`config.mk`:
```
export PLATFORM = sky130hd
export DESIGN_NAME = xref_stream_row_decoder
export DESIGN_NICKNAME = d
export VERILOG_FILES = /design/src/rtl/xsrd_pkg.sv /design/src/rtl/xsrd_front.sv /design/src/rtl/xsrd_queue.sv /design/src/rtl/xsrd_back.sv /design/src/rtl/xref_stream_row_decoder.sv
export SDC_FILE = /design/constraint.sdc
export NUM_CORES = 1
export LEC_CHECK = 0
export ABC_AREA = 1
export BUFFER_PORTS_ARGS = -buffer_cell sky130_fd_sc_hd__buf_2
export CAP_MARGIN = 30
export CORE_MARGIN = 1
export CORE_UTILIZATION = 55
export DETAILED_ROUTE_END_ITERATION = 16
export GPL_ROUTABILITY_DRIVEN = 0
export PLACE_DENSITY = 0.85
export SETUP_SLACK_MARGIN = 0.02
export SLEW_MARGIN = 20
export SYNTH_ARGS = -nofsm -noshare
export SYNTH_HDL_FRONTEND = slang
export SYNTH_SLANG_ARGS = --single-unit
export TNS_END_PERCENT = 10
```
`constraint.sdc`:
```
create_clock -name clk_i -period 24.2 [get_ports clk_i]
set_input_delay 3.63 -clock clk_i [delete_from_list [all_inputs] [get_ports clk_i]]
set_output_delay 3.63 -clock clk_i [all_outputs]
set_load 0.01 [all_outputs]
```
`src/rtl/xsrd_pkg.sv`:
```
// ----------------------------------------------------------------------------
// xsrd_pkg
// Types and constants shared by the cross-reference stream row decoder.
// ----------------------------------------------------------------------------
package xsrd_pkg;

  // Input beat kinds
  localparam logic REQ_SUBSECTION = 1'b0;
  localparam logic REQ_DATA       = 1'b1;

  // Entry kinds
  localparam logic [1:0] KIND_FREE       = 2'd0;
  localparam logic [1:0] KIND_USED       = 2'd1;
  localparam logic [1:0] KIND_COMPRESSED = 2'd2;

  // Configuration register indexes
  localparam logic [1:0] REG_TYPE_WIDTH   = 2'd0;
  localparam logic [1:0] REG_SECOND_WIDTH = 2'd1;
  localparam logic [1:0] REG_THIRD_WIDTH  = 2'd2;

  // Configuration reset values
  localparam logic [3:0] RST_TYPE_WIDTH   = 4'd1;
  localparam logic [3:0] RST_SECOND_WIDTH = 4'd2;
  localparam logic [3:0] RST_THIRD_WIDTH  = 4'd1;

  // Entries held between front and back
  localparam int unsigned QUEUE_DEPTH = 2;

  typedef struct packed {
    logic        req_type;
    logic [30:0] first_number;
    logic [7:0]  data_byte;
  } xsrd_in_t;

  typedef struct packed {
    logic [1:0]  entry_type;
    logic [63:0] location;
    logic [63:0] object_id;
    logic [63:0] generation;
  } xsrd_out_t;

  // Field widths as programmed
  typedef struct packed {
    logic [3:0] type_width;
    logic [3:0] second_width;
    logic [3:0] third_width;
  } xsrd_cfg_t;

  // Finished row as handed from front to back
  typedef struct packed {
    logic [1:0]  kind;
    logic [63:0] second;
    logic [63:0] third;
    logic [31:0] running;
  } xsrd_rec_t;

endpackage

```
`src/rtl/xsrd_front.sv`:
```
// ----------------------------------------------------------------------------
// xsrd_front
// Takes input beats, gathers row bytes into the three fields and hands a
// finished row of a known type to the queue.
// ----------------------------------------------------------------------------
module xsrd_front #(
  parameter int unsigned MAX_FIELD_BYTES = 8
) (
  input  logic              clk_i,
  input  logic              rst_ni,
  input  xsrd_pkg::xsrd_cfg_t cfg_i,
  input  logic              accept_i,
  input  xsrd_pkg::xsrd_in_t  in_data_i,
  output logic              push_o,
  output xsrd_pkg::xsrd_rec_t rec_o
);
  import xsrd_pkg::*;

  localparam int unsigned ACC_W = 8 * MAX_FIELD_BYTES;
  localparam int unsigned POS_W = $clog2(3 * MAX_FIELD_BYTES + 1);

  logic [POS_W-1:0] pos_q, pos_d, pos_inc;
  logic [ACC_W-1:0] type_acc_q, type_acc_d;
  logic [ACC_W-1:0] sec_acc_q, sec_acc_d;
  logic [ACC_W-1:0] thd_acc_q, thd_acc_d;
  logic [31:0]      next_obj_q, next_obj_d;
  logic [3:0]       w0, w1, w2;
  logic [POS_W-1:0] len, bound0, bound1;
  logic [ACC_W-1:0] byte_ext;

  // Widths above the field limit count as the limit
  function automatic logic [3:0] clamp_width(input logic [3:0] w);
    return (w > 4'(MAX_FIELD_BYTES)) ? 4'(MAX_FIELD_BYTES) : w;
  endfunction

  assign w0       = clamp_width(cfg_i.type_width);
  assign w1       = clamp_width(cfg_i.second_width);
  assign w2       = clamp_width(cfg_i.third_width);
  assign bound0   = POS_W'(w0);
  assign bound1   = POS_W'(w0) + POS_W'(w1);
  assign len      = bound1 + POS_W'(w2);
  assign pos_inc  = pos_q + POS_W'(1);
  assign byte_ext = ACC_W'(in_data_i.data_byte);

  // Row gathering and end-of-row detection
  always_comb begin
    pos_d      = pos_q;
    type_acc_d = type_acc_q;
    sec_acc_d  = sec_acc_q;
    thd_acc_d  = thd_acc_q;
    next_obj_d = next_obj_q;
    push_o     = 1'b0;
    rec_o.kind    = (w0 == 4'd0) ? KIND_USED : type_acc_d[1:0];
    rec_o.second  = 64'(sec_acc_d);
    rec_o.third   = 64'(thd_acc_d);
    rec_o.running = next_obj_q;
    if (accept_i) begin
      if (in_data_i.req_type == REQ_SUBSECTION) begin
        pos_d      = '0;
        type_acc_d = '0;
        sec_acc_d  = '0;
        thd_acc_d  = '0;
        next_obj_d = {1'b0, in_data_i.first_number};
      end else if (len != '0) begin
        priority if (pos_q < bound0) begin
          type_acc_d = (type_acc_q << 8) | byte_ext;
        end else if (pos_q < bound1) begin
          sec_acc_d = (sec_acc_q << 8) | byte_ext;
        end else begin
          thd_acc_d = (thd_acc_q << 8) | byte_ext;
        end
        pos_d = pos_inc;
        if (pos_inc >= len) begin
          // Row complete: emit known types, always advance the object number
          rec_o.kind   = (w0 == 4'd0) ? KIND_USED : type_acc_d[1:0];
          rec_o.second = 64'(sec_acc_d);
          rec_o.third  = 64'(thd_acc_d);
          push_o       = (w0 == 4'd0) || (type_acc_d < ACC_W'(3));
          next_obj_d   = next_obj_q + 32'd1;
          pos_d        = '0;
          type_acc_d   = '0;
          sec_acc_d    = '0;
          thd_acc_d    = '0;
        end
      end
    end
  end

  always_ff @(posedge clk_i or negedge rst_ni) begin
    if (!rst_ni) begin
      pos_q      <= '0;
      type_acc_q <= '0;
      sec_acc_q  <= '0;
      thd_acc_q  <= '0;
      next_obj_q <= '0;
    end else begin
      pos_q      <= pos_d;
      type_acc_q <= type_acc_d;
      sec_acc_q  <= sec_acc_d;
      thd_acc_q  <= thd_acc_d;
      next_obj_q <= next_obj_d;
    end
  end

endmodule

```
`src/rtl/xsrd_queue.sv`:
```
// ----------------------------------------------------------------------------
// xsrd_queue
// Short register queue of finished rows between front and back.
// ----------------------------------------------------------------------------
module xsrd_queue (
  input  logic              clk_i,
  input  logic              rst_ni,
  input  logic              push_i,
  input  xsrd_pkg::xsrd_rec_t rec_i,
  input  logic              pop_i,
  output logic              full_o,
  output logic              valid_o,
  output xsrd_pkg::xsrd_rec_t rec_o
);
  import xsrd_pkg::*;

  localparam int unsigned PTR_W = (QUEUE_DEPTH > 1) ? $clog2(QUEUE_DEPTH) : 1;
  localparam int unsigned CNT_W = $clog2(QUEUE_DEPTH + 1);

  xsrd_rec_t        slot_q [QUEUE_DEPTH];
  logic [PTR_W-1:0] wr_ptr_q, wr_ptr_d, rd_ptr_q, rd_ptr_d;
  logic [CNT_W-1:0] cnt_q, cnt_d;
  logic             do_push, do_pop;

  function automatic logic [PTR_W-1:0] ptr_next(input logic [PTR_W-1:0] p);
    return (p == PTR_W'(QUEUE_DEPTH - 1)) ? '0 : p + PTR_W'(1);
  endfunction

  assign full_o  = (cnt_q == CNT_W'(QUEUE_DEPTH));
  assign valid_o = (cnt_q != '0);
  assign rec_o   = slot_q[rd_ptr_q];
  assign do_push = push_i && !full_o;
  assign do_pop  = pop_i && valid_o;

  // Pointer and fill bookkeeping
  always_comb begin
    wr_ptr_d = do_push ? ptr_next(wr_ptr_q) : wr_ptr_q;
    rd_ptr_d = do_pop ? ptr_next(rd_ptr_q) : rd_ptr_q;
    cnt_d    = cnt_q;
    if (do_push && !do_pop) begin
      cnt_d = cnt_q + CNT_W'(1);
    end else if (do_pop && !do_push) begin
      cnt_d = cnt_q - CNT_W'(1);
    end
  end

  always_ff @(posedge clk_i or negedge rst_ni) begin
    if (!rst_ni) begin
      wr_ptr_q <= '0;
      rd_ptr_q <= '0;
      cnt_q    <= '0;
    end else begin
      wr_ptr_q <= wr_ptr_d;
      rd_ptr_q <= rd_ptr_d;
      cnt_q    <= cnt_d;
    end
  end

  // Slot storage, no reset needed
  always_ff @(posedge clk_i) begin
    if (do_push) begin
      slot_q[wr_ptr_q] <= rec_i;
    end
  end

endmodule

```
`src/rtl/xsrd_back.sv`:
```
// ----------------------------------------------------------------------------
// xsrd_back
// Maps a queued row onto the output fields and holds it in the output
// register until the downstream side takes the beat.
// ----------------------------------------------------------------------------
module xsrd_back (
  input  logic              clk_i,
  input  logic              rst_ni,
  input  logic              rec_valid_i,
  input  xsrd_pkg::xsrd_rec_t rec_i,
  output logic              pop_o,
  output logic              out_valid_o,
  input  logic              out_ready_i,
  output xsrd_pkg::xsrd_out_t out_data_o
);
  import xsrd_pkg::*;

  logic      out_valid_q, out_valid_d;
  xsrd_out_t out_q, out_d;

  assign pop_o = rec_valid_i && (!out_valid_q || out_ready_i);

  // Field mapping per entry kind
  always_comb begin
    out_d.entry_type = rec_i.kind;
    if (rec_i.kind == KIND_COMPRESSED) begin
      out_d.location   = rec_i.third;
      out_d.object_id  = rec_i.second;
      out_d.generation = 64'(rec_i.running);
    end else begin
      out_d.location   = rec_i.second;
      out_d.object_id  = 64'(rec_i.running);
      out_d.generation = rec_i.third;
    end
    out_valid_d = pop_o || (out_valid_q && !out_ready_i);
  end

  always_ff @(posedge clk_i or negedge rst_ni) begin
    if (!rst_ni) begin
      out_valid_q <= 1'b0;
    end else begin
      out_valid_q <= out_valid_d;
    end
  end

  always_ff @(posedge clk_i) begin
    if (pop_o) begin
      out_q <= out_d;
    end
  end

  assign out_valid_o = out_valid_q;
  assign out_data_o  = out_q;

endmodule

```
`src/rtl/xref_stream_row_decoder.sv`:
```
// ----------------------------------------------------------------------------
// xref_stream_row_decoder
// Decodes the rows of a cross-reference stream into object entries.
//
//   Port group   Direction  Handshake          Beat
//   in_*         in         valid / ready      subsection start or data byte
//   out_*        out        valid / ready      one decoded entry
//   APB          in         psel/penable       field width registers
//
// One input beat per cycle. The front takes a beat whenever the row queue
// has space; the edge that takes the last byte of a row of known type writes
// it into a queue slot, and the back moves it on into the output register
// that drives out_valid_o. Downstream stalls fill the two-entry queue and the
// output register before in_ready_o drops.
// Reset clears the row state, the object counter and the queue, and sets
// the widths to 1, 2 and 1 bytes.
// ----------------------------------------------------------------------------
module xref_stream_row_decoder #(
  parameter int unsigned MAX_FIELD_BYTES = 8
) (
  input  logic                clk_i,
  input  logic                rst_ni,
  input  logic                in_valid_i,
  output logic                in_ready_o,
  input  xsrd_pkg::xsrd_in_t  in_data_i,
  output logic                out_valid_o,
  input  logic                out_ready_i,
  output xsrd_pkg::xsrd_out_t out_data_o,
  input  logic                psel,
  input  logic                penable,
  input  logic                pwrite,
  input  logic [3:0]          paddr,
  input  logic [31:0]         pwdata,
  output logic [31:0]         prdata,
  output logic                pready
);
  import xsrd_pkg::*;

  xsrd_cfg_t cfg_q, cfg_d;
  logic      cfg_wr;
  logic      accept, push, full, q_valid, pop;
  xsrd_rec_t front_rec, q_rec;

  // Configuration registers
  assign pready = 1'b1;
  assign cfg_wr = psel && penable && pwrite && pready;

  always_comb begin
    cfg_d = cfg_q;
    if (cfg_wr) begin
      unique case (paddr[3:2])
        REG_TYPE_WIDTH:   cfg_d.type_width   = pwdata[3:0];
        REG_SECOND_WIDTH: cfg_d.second_width = pwdata[3:0];
        REG_THIRD_WIDTH:  cfg_d.third_width  = pwdata[3:0];
        default:          cfg_d = cfg_q;
      endcase
    end
  end

  always_comb begin
    unique case (paddr[3:2])
      REG_TYPE_WIDTH:   prdata = {28'd0, cfg_q.type_width};
      REG_SECOND_WIDTH: prdata = {28'd0, cfg_q.second_width};
      REG_THIRD_WIDTH:  prdata = {28'd0, cfg_q.third_width};
      default:          prdata = 32'd0;
    endcase
  end

  always_ff @(posedge clk_i or negedge rst_ni) begin
    if (!rst_ni) begin
      cfg_q.type_width   <= RST_TYPE_WIDTH;
      cfg_q.second_width <= RST_SECOND_WIDTH;
      cfg_q.third_width  <= RST_THIRD_WIDTH;
    end else begin
      cfg_q <= cfg_d;
    end
  end

  // Input side
  assign in_ready_o = !full;
  assign accept     = in_valid_i && in_ready_o;

  xsrd_front #(
    .MAX_FIELD_BYTES(MAX_FIELD_BYTES)
  ) u_front (
    .clk_i     (clk_i),
    .rst_ni    (rst_ni),
    .cfg_i     (cfg_q),
    .accept_i  (accept),
    .in_data_i (in_data_i),
    .push_o    (push),
    .rec_o     (front_rec)
  );

  xsrd_queue u_queue (
    .clk_i   (clk_i),
    .rst_ni  (rst_ni),
    .push_i  (push),
    .rec_i   (front_rec),
    .pop_i   (pop),
    .full_o  (full),
    .valid_o (q_valid),
    .rec_o   (q_rec)
  );

  xsrd_back u_back (
    .clk_i       (clk_i),
    .rst_ni      (rst_ni),
    .rec_valid_i (q_valid),
    .rec_i       (q_rec),
    .pop_o       (pop),
    .out_valid_o (out_valid_o),
    .out_ready_i (out_ready_i),
    .out_data_o  (out_data_o)
  );

endmodule
```
# After elaboration in Yosys (flattened, before gate mapping)
# Memories as Yosys holds them, arrays and structs flattened.
# Index checks and enable logic that the tools add are counted.
[totals] register_bits=440 ram_bits=324 in_bits=83 output_inout_bits=229 wordCells=114 memories=1
[classes] n_addsub=8 magnitude_cmp=7 eq_ne=6 n_mux=44 n_bitwise=3 reduce_logical=27
[memory_table] memory="u_queue.slot_q" words=2 width=162 read_ports=1 rd_ports_with_merged_regs=0 write_ports=1 line_no="xsrd_queue.sv:20" rtl="xsrd_rec_t slot_q [QUEUE_DEPTH];"
[ops] operator="$mux W64" n=17
[ops] operator="$mux W130" n=4
[ops] operator="$mux W192" n=1
[ops] operator="$or A64 B8 Y64" n=3
[ops] operator="$mux W32" n=3
[ops] operator="$lt A64 B2 Y1 const B" n=1
[ops] operator="$add A32 B1 Y32 const B" n=1
[ops] operator="$mux W5" n=3
[ops] operator="$gt A4 B4 Y1 const B" n=3
[ops] operator="$mux W4" n=3
[ops] operator="$pmux W4 S3" n=1
[ops] operator="$logic_and A1 B1 Y1" n=9
[ops] operator="$mux W1" n=8
[ops] operator="$mux W2" n=4
[ops] operator="$reduce_and A2 Y1" n=4
[ops] operator="$eq A2 B2 Y1 const B" n=3
[ops] operator="$add A4 B4 Y5" n=1
[ops] operator="$add A5 B1 Y5 const B" n=1
[ops] operator="$add A5 B4 Y5" n=1
[ops] operator="$ge A5 B5 Y1" n=1
[ops] operator="$logic_not A1 Y1" n=5
[ops] operator="$lt A5 B4 Y1" n=1
[ops] operator="$lt A5 B5 Y1" n=1
[ops] operator="$reduce_bool A5 Y1" n=1
[ops] operator="other kinds (10)" n=15

# Logic depth before layout (Yosys ltp)
# Gate-level depths: netlist (run 1).
[logic_depth] ltp_word=19 ltp_mapped=26 depth_no_buf=24

# Cells and area by module
# From an unflattened synthesis (run 1), not the netlist that was laid out.
[unflattened] cells_unflattened=3715 hier_area_um2=35056.1
[modules_own_cells] mod="xsrd_front" n_inst=1 cells_each=1959 area_each_um2=14019.7 seq_area_each_um2=5730.5
[modules_own_cells] mod="xsrd_queue" n_inst=1 cells_each=877 area_each_um2=11962.7 seq_area_each_um2=9829.4
[modules_own_cells] mod="xsrd_back" n_inst=1 cells_each=763 area_each_um2=8202.9 seq_area_each_um2=5850.6
[modules_own_cells] mod="xref_stream_row_decoder" n_inst=1 cells_each=116 area_each_um2=870.8 seq_area_each_um2=304.0

# Least setup slack after synthesis (run 1)
# OpenSTA, ideal clock, no wires.
[synth_timing] kind="input to register" start="input in_data_i[39] in the netlist's numbering" end="memory u_queue.slot_q[1][0] in the netlist's numbering, enable pin" setup_ps=685 t_arrival_ps=11543 required_time_ps=23515 path_slack_ps=11971 path_stages=9 n_path_buf=3 cell_sequence="clkbuf_1 > inv_1 > nor2_1 > nand3_1 > buf_2 > buf_2 > inv_1 > nand2_1 > nor2_1"
[synth_between] elab_chain_len=5
[synth_rtl] item="start, declared" line_no="xref_stream_row_decoder.sv:25" rtl="input xsrd_pkg::xsrd_in_t in_data_i,"
[synth_rtl] item="$mux W1" line_no="xsrd_front.sv:58" rtl="if (in_data_i.req_type == REQ_SUBSECTION) begin"
[synth_rtl] item="$mux W1" line_no="xsrd_front.sv:57" rtl="if (accept_i) begin"
[synth_rtl] item="$logic_and A1 B1 Y1" line_no="xsrd_queue.sv:32" rtl="assign do_push = push_i && !full_o;"
[synth_rtl] item="$mux W1" line_no="xsrd_queue.sv:61" rtl="if (do_push) begin"
[synth_rtl] item="$mux W1 (implied by the code)" line_no="xsrd_queue.sv:62" rtl="slot_q[wr_ptr_q] <= rec_i;"
[synth_rtl] item="end, declared" line_no="xsrd_queue.sv:20"
# No other way between the ends.

# Worst setup path after layout (run 1)
[layout_timing] start="input paddr[2]" end="output prdata[0]"
[layout_between] elab_chain_len=2 word_cells_on_any_way=4 cone_classes="2 x eq/ne; 1 x mux; 1 x reduce/logical"
[layout_rtl] item="start, declared" line_no="xref_stream_row_decoder.sv:32" rtl="input logic [3:0] paddr,"
[layout_rtl] item="$eq A2 B2 Y1, or another cell as far along" line_no="xref_stream_row_decoder.sv:61" rtl="unique case (paddr[3:2])"
[layout_rtl] item="$pmux W4 S3 *" line_no="xref_stream_row_decoder.sv:61"
[layout_rtl] item="end, declared" line_no="xref_stream_row_decoder.sv:34" rtl="output logic [31:0] prdata,"
# Mark *: on every way between the ends. The rest lies on a longest branch, timed or not.

==> summary.md, run 1 <==
| Metric | Value |
|---|---|
| RSZ-0062 raised after global routing | false |
| Routed Antenna Nets | 0 |
| Clock sinks | 764 |
| Rows | 90 |
| CP Data Required Time | 20.57 ns |
| Commonest non-fill, non-tap cells in the layout | nand2_1, edfxtp_1, o21ai_0, nor2_1, buf_2 |
| Clock latency on the worst-skew pair | 0.63 ns |
| Max_cap viols | 0 |
| Wire per inst | 18.54 um |
| GRT overflow | 0 |
| Hold Crit Class | reg2reg |
| Initial core utilization | 55.70% |
| Setup crit end kind | output port |
| WS Path Type | in2out |
| Fmax | 123.7 MHz |
| Synth async-reset ratio | 32.20% |
| Startpoint types | primary input |
| Clock Path Buffers | 3 |
| Critical path cell sequence | buf_2 > inv_1 > nor2_1 > inv_1 > o221ai_1 > buf_2 |
| Sum Neg Setup Slack | 0 ns |
| Initial antenna violation count | 0 |
| Mapped Area | 0.03368 mm2 |
| Final Hold Fails | 0 |
| Post-CTS Hold Fix Bufs | 0 |
| Clk_skew | 0.02434 ns |
| CP max FO | 3 |
| Worst vdd ir | 0.08458 mV |
| GRT Resource Usage Total | 25.21% |
| Final WL | 79.60 mm |
| Crit path max-delay family | buffers and inverters |
| Die H | 249.5 um |
| Slew HR | 31.27% |
| Area Growth Syn to Fin | 12.72% |
| Static Leak | 16.47 nW |
| Post-synth EDFFs | 518 |
| Vias in the first global route | 23090 |
| Core box area | 0.06047 mm2 |
| Post-CTS sizing | 0 |
| DRT Pass-1 Iters | 5 |
| CTS tree | done |
| First DRT Iteration DRCs | 2867 |
| CP max-delay cell | o221ai_1 |
| Largest net degree at the start of global routing | 163 |
| Tightest Pin Transition | 1.031 ns |
| Most common cell after layout, fill and taps aside | nand2_1 |
| Die Wd | 249.5 um |
| Status | completed |
| Post-layout nets | 3555 |
| Dominant synthesized flop cell | edfxtp_1 |
| CTS clk-pin slew, worst paths | 0.06 ns |
| Finished Core Util | 62.79% |
| Final Cell Area | 0.03797 mm2 |
| Critical path's largest stage delay | 0.22 ns |
| Vias | 24690 |
| Max-slew violations | 0 |
| Register bit total from synthesis | 764 |
| Detailed Place HPWL | 49.02 mm |
| Final min period | 8.081 ns |
| Ys Warns | 0 |
| Setup repair bufs after CTS | 0 |
| Seq/Total Area, Yosys | 64.46% |
| Final Setup Violations | 0 |
| ANT cells | 0 |
| Period utilization | 33.39% |
| FILL cells | 4405 |
| Syn_area_per_cell | 10.28 um2 |
| Clk Tree Root Cell | clkbuf_16 |
| Number of port buffers | 252 |
| Pwr Density | 134.1 mW/mm2 |
| Drc violations | 0 |
| Total Power | 0.005090 W |
| Synth cell types | 42 |
| Share of cells above drive strength 1 | 11.99% |
| Mapped Cells | 3277 |
| Dpl cell area | 0.03537 mm2 |
| Routed vias/inst | 5.750 |
| H-tree depth | 3 |
| DIE AREA | 0.06224 mm2 |
| CP bufs+invs | 4 |
| CTS Buf Count | 79 |
| Ports | 312 |
| WP data arrival | 4.45 ns |
| First-pass GRT wire length | 123.6 mm |
==> metal layers <==
metal / routed length (um) / vias up / track usage (%) / share of wire [%]
met5: 0 / - / 0 / 0
met4: 3735 / 0 / 11.80 / 4.7
met3: 5825 / 238 / 3.630 / 7.3
met2: 39310 / 1162 / 42.09 / 49
met1: 30730 / 11740 / 32.71 / 39
li1: - / 11550 / - / -
==> synthesized netlist by cell type (2+ instances only) <==
library cell | count | area share (%)
a21oi_1 | 13 | 0.19
xnor2_1 | 5 | 0.13
buf_4 | 30 | 0.67
dfstp_2 | 3 | 0.23
a31oi_1 | 98 | 1.8
nor2_2 | 2 | 0.037
o21a_1 | 3 | 0.067
o211ai_1 | 7 | 0.16
dfrtp_1 | 243 | 18
nor4_1 | 2 | 0.037
o21ai_1 | 40 | 0.59
nand2_1 | 885 | 9.9
inv_1 | 220 | 2.5
o21ai_0 | 357 | 5.3
or2_2 | 2 | 0.037
nand3_1 | 75 | 1.1
clkbuf_1 | 121 | 1.3
a22oi_1 | 3 | 0.067
o22ai_1 | 136 | 2.5
nand2_2 | 2 | 0.037
buf_6 | 3 | 0.10
inv_2 | 3 | 0.033
conb_1 | 2 | 0.022
xor2_1 | 28 | 0.73
buf_1 | 29 | 0.32
fa_1 | 2 | 0.12
nor2_1 | 253 | 2.8
nor3_1 | 12 | 0.18
ha_1 | 23 | 0.85
buf_2 | 41 | 0.61
o221ai_1 | 3 | 0.078
nand4_1 | 8 | 0.15
mux2i_1 | 97 | 2.9
edfxtp_1 | 518 | 46
==> path summary, 6_finish.rpt <==
kind | start | endpoint | slack (ns) | cells past startpoint
min in group asynchronous | rst_ni | u_front.next_obj_q[27]$_DFFE_PN0P_ | 3.09 | 1
worst min-delay path | u_front.next_obj_q[30]$_DFFE_PN0P_ | u_queue.slot_q[1][30]$_DFFE_PP_ | 0.49 | 0
worst max-delay path | paddr[2] | prdata[0] | 16.12 | 6
worst min register to register | u_front.next_obj_q[30]$_DFFE_PN0P_ | u_queue.slot_q[1][30]$_DFFE_PP_ | 0.49 | 0
worst max register to register | cfg_q[8]$_DFFE_PN1P_ | u_queue.slot_q[1][59]$_DFFE_PP_ | 18.20 | 20
max in group asynchronous | rst_ni | cfg_q[3]$_DFFE_PN0P_ | 18.74 | 3
==> power by group <==
part	total, W	switching (W)	internal [W]
Sequential	0.00209	0.000213	0.00188
Combinational	0.00183	0.00127	0.000567
Clock	0.00117	0.000493	0.000674
==> sequential cells by signal, indices dropped and copies added, names as in the netlist <==
register	count
u_queue.slot_q	324
u_back.out_data_o	194
u_front.sec_acc_q	64
u_front.thd_acc_q	64
u_front.type_acc_q	64
u_front.next_obj_q	32
cfg_q	12
u_front.pos_q	5
u_queue.cnt_q	2
u_back.out_valid_o	1
u_queue.rd_ptr_q	1
u_queue.wr_ptr_q	1
==> stage by stage <==
step,hold slack (ns),setup slack [ns],std cells
after CTS,0.4901,16.13,4289
final,0.4866,16.12,4293
after global routing,0.5127,16.01,4293
after global placement,0.4535,16.18,4141
after detailed placement,0.4711,16.19,4144
after floorplan,0.4419,11.97,3304
==> cell type report <==
cell class                 count  area [um2]  area share, %
sequential                   764       21720          57.20
multi-input combinational   2092       10260          27.02
clock buffer                 117        2272          5.984
timing repair buffer         286        1659          4.369
tap                          782       978.4          2.577
inverter                     224       854.6          2.251
clock inverter                28       229.0         0.6030
==> cell families after synthesis <==
| group | synth area share, % |
|---|---|
| other cells | 0.02229 |
| fa+ha+maj | 0.9732 |
| flops | 64.46 |
| buf+inv | 5.546 |
| compound gates | 10.90 |
| mux | 2.882 |
| xor+xnor | 0.8580 |
| simple gates | 14.35 |
(Power assumes the default switching activity.)
==> inputs of run 2 (changes only) <==
CORE_UTILIZATION = 54   (was 55)
PLACE_DENSITY = 0.86   (was 0.85)
clock period = 6.6 ns   (was 24.2 ns; I/O delays follow)
==> run 2 against run 1 <==
Cell area is 0.45% higher. Sequential power grew to 3.7 times the previous value. Highest routed layer unchanged. Utilization is 0.99 points lower. Largest cell class unchanged. Hold slack worse by 0.077 ns.
==> summary.md, run 2 (same netlist as run 1, synthesis figures left out) <==
| Metric | Value |
|---|---|
| Fmax | 195.7 MHz |
| H-tree depth | 3 (unchanged) |
| Clk_skew | 0.02867 ns (+0.004322 ns) |
| Most used cell, CP | nand2_1 |
| Setup crit end kind | register |
| Critical path's largest stage delay | 0.63 ns (+0.41 ns) |
| Total Power | 0.01887 W (+270%) |
| RSZ-0062 raised after global routing | false |
| Final WL | 82.10 mm (+3.2%) |
| Worst setup path start | cfg_q[8]$_DFFE_PN1P_ |
| CTS Buf Count | 78 (-1.3%) |
| Post-layout nets | 3560 (+0.14%) |
| CTS clk-pin slew, worst paths | 0.06 ns (about the same) |
| Clk Tree Root Cell | clkbuf_16 |
| Area Growth Syn to Fin | 13.23% |
| Drc violations | 0 (unchanged) |
| WS Path Type | reg2reg |
| First-pass GRT wire length | 126.6 mm (+2.4%) |
| DIE AREA | 0.06338 mm2 (+1.8%) |
| Worst r2r path cells | 20 (unchanged) |
| Final Setup Violations | 0 (unchanged) |
| Max FFs per register | 324 (unchanged) |
| CP max FO | 51 (+48) |
| R2R Setup Slk | 1.49 ns (-16.71 ns) |
| Clock sinks | 764 (unchanged) |
| Final Hold Fails | 0 (unchanged) |
| Core box area | 0.06171 mm2 (+2.1%) |
| CTS tree | done |
| Post-CTS Hold Fix Bufs | 0 (unchanged) |
| Wire per inst | 18.86 um (+1.7%) |
| Number of port buffers | 252 (unchanged) |
| Vias | 24980 (+1.2%) |
| Routed vias/inst | 5.738 (-0.21%) |
| Most flops, register | u_queue.slot_q |
| Rows | 91 (+1.1%) |
| WP data arrival | 5.40 ns (+0.95 ns) |
| Most common cell after layout, fill and taps aside | nand2_1 |
| Die H | 251.8 um (+0.92%) |
| Status | completed |
| Share of cells above drive strength 1 | 12.00% (about the same) |
| Post-CTS sizing | 0 (unchanged) |
| Max_cap viols | 0 (unchanged) |
| Detailed Place HPWL | 50.07 mm (+2.1%) |
| DRT Pass-1 Iters | 8 (+3) |
| Clock Path Buffers | 3 (unchanged) |
| CP max-delay cell | nor2_4 |
| ANT cells | 0 (unchanged) |
| Vias in the first global route | 23800 (+3.1%) |
| Routed Antenna Nets | 0 (unchanged) |
| Critical path cell sequence | inv_1 > nand2_1 > a21oi_1 > fa_1 > inv_1 > fa_1 > inv_1 > nand2_1 > nand2_1 > a21oi_1 > xnor2_1 > ha_1 > nand2_1 > o21a_1 > nand3_1 > nand3_4 > inv_1 > nand2_1 > nor2_4 > buf_12 |
| Largest net degree at the start of global routing | 207 (+27%) |
| Initial core utilization | 54.58% (-1.1 points) |
| Slew HR | 31.83% (+0.56 points) |
| Ports | 312 (unchanged) |
| Sum Neg Setup Slack | 0 ns (unchanged) |
| Pwr Density | 494.7 mW/mm2 (+270%) |
| Setup repair bufs after CTS | 0 (unchanged) |
| Period utilization | 77.44% |
| Crit path max-delay family | simple AND/OR/NAND/NOR gates |
| GRT Resource Usage Total | 25.49% (+0.28 points) |
| First DRT Iteration DRCs | 3079 (+7.4%) |
| Worst vdd ir | 0.3388 mV (+300%) |
| Commonest non-fill, non-tap cells in the layout | nand2_1, edfxtp_1, o21ai_0, nor2_1, buf_2 |
| Max-slew violations | 0 (unchanged) |
| Final min period | 5.111 ns |
| Hold Crit Class | in2async |
| Startpoint types | register |
| CP Data Required Time | 6.89 ns (-13.68 ns) |
| Initial antenna violation count | 0 (unchanged) |
| CP bufs+invs | 5 (+1) |
| Static Leak | 16.50 nW (+0.23%) |
| GRT overflow | 0 (unchanged) |
| Tightest Pin Transition | 1.023 ns (-0.008398 ns) |
| FF-to-FF Start | cfg_q[8]$_DFFE_PN1P_ |
| Clock latency on the worst-skew pair | 0.64 ns (about the same) |
| Die Wd | 251.8 um (+0.92%) |
| Reg2reg end | u_queue.slot_q[1][130]$_DFFE_PP_ |
run 2: cell types whose count changed in the layout (fill, tap and decap cells not counted), sizes merged:
cell	before	now
buf	286	292
bufinv	2	6
clkbuf	117	108
clkinv	25	23
clkinvlp	2	3
inv	223	229
run 2: layout make-up:
type,count,area (um2)
timing repair buffer,292,1712
sequential,764,21720
multi-input combinational,2092,10260
clock buffer,108,2158
clock inverter,37,392.9
tap,837,1047
inverter,224,854.6
fill,4568,23570
run 2: where the power goes:
part           switching, W  internal [W]
Combinational       0.00472       0.00207
Sequential         0.000792       0.00688
Clock               0.00186       0.00254
run 2: worst max-delay path by stage:
stage,endpoint,depth (start not counted)
after floorplan,u_queue.slot_q[0][0]$_DFFE_PP_,21
after global placement,u_queue.slot_q[1][154]$_DFFE_PP_,20
after detailed placement,u_queue.slot_q[1][154]$_DFFE_PP_,20
after CTS,u_queue.slot_q[0][5]$_DFFE_PP_,20
after global routing,u_queue.slot_q[1][87]$_DFFE_PP_,20
final,u_queue.slot_q[1][130]$_DFFE_PP_,20
run 2: layer usage:
metal | wire, um | global-route usage [%] | share of wire [%] | vias up
li1 | - | - | - | 11550
met1 | 30710 | 32.76 | 37 | 11850
met2 | 40580 | 42.38 | 49 | 1321
met3 | 6612 | 3.405 | 8.1 | 267
met4 | 4198 | 13.40 | 5.1 | 0
met5 | 0 | 0 | 0 | -
run 2: per-stage QoR:
stage	util [%]	cells	setup slack [ns]	cell area (um2)	hold WS [ns]
2_1_floorplan	-	3304	-0.5401	33790	0.4419
3_3_place_gp	57.57	4206	1.639	35530	0.4567
3_5_place_dp	57.60	4207	1.534	35540	0.4647
4_1_cts	61.73	4352	1.486	38090	0.4517
5_1_grt	61.81	4354	1.136	38140	0.4844
6_report	61.81	4354	1.489	38140	0.4095
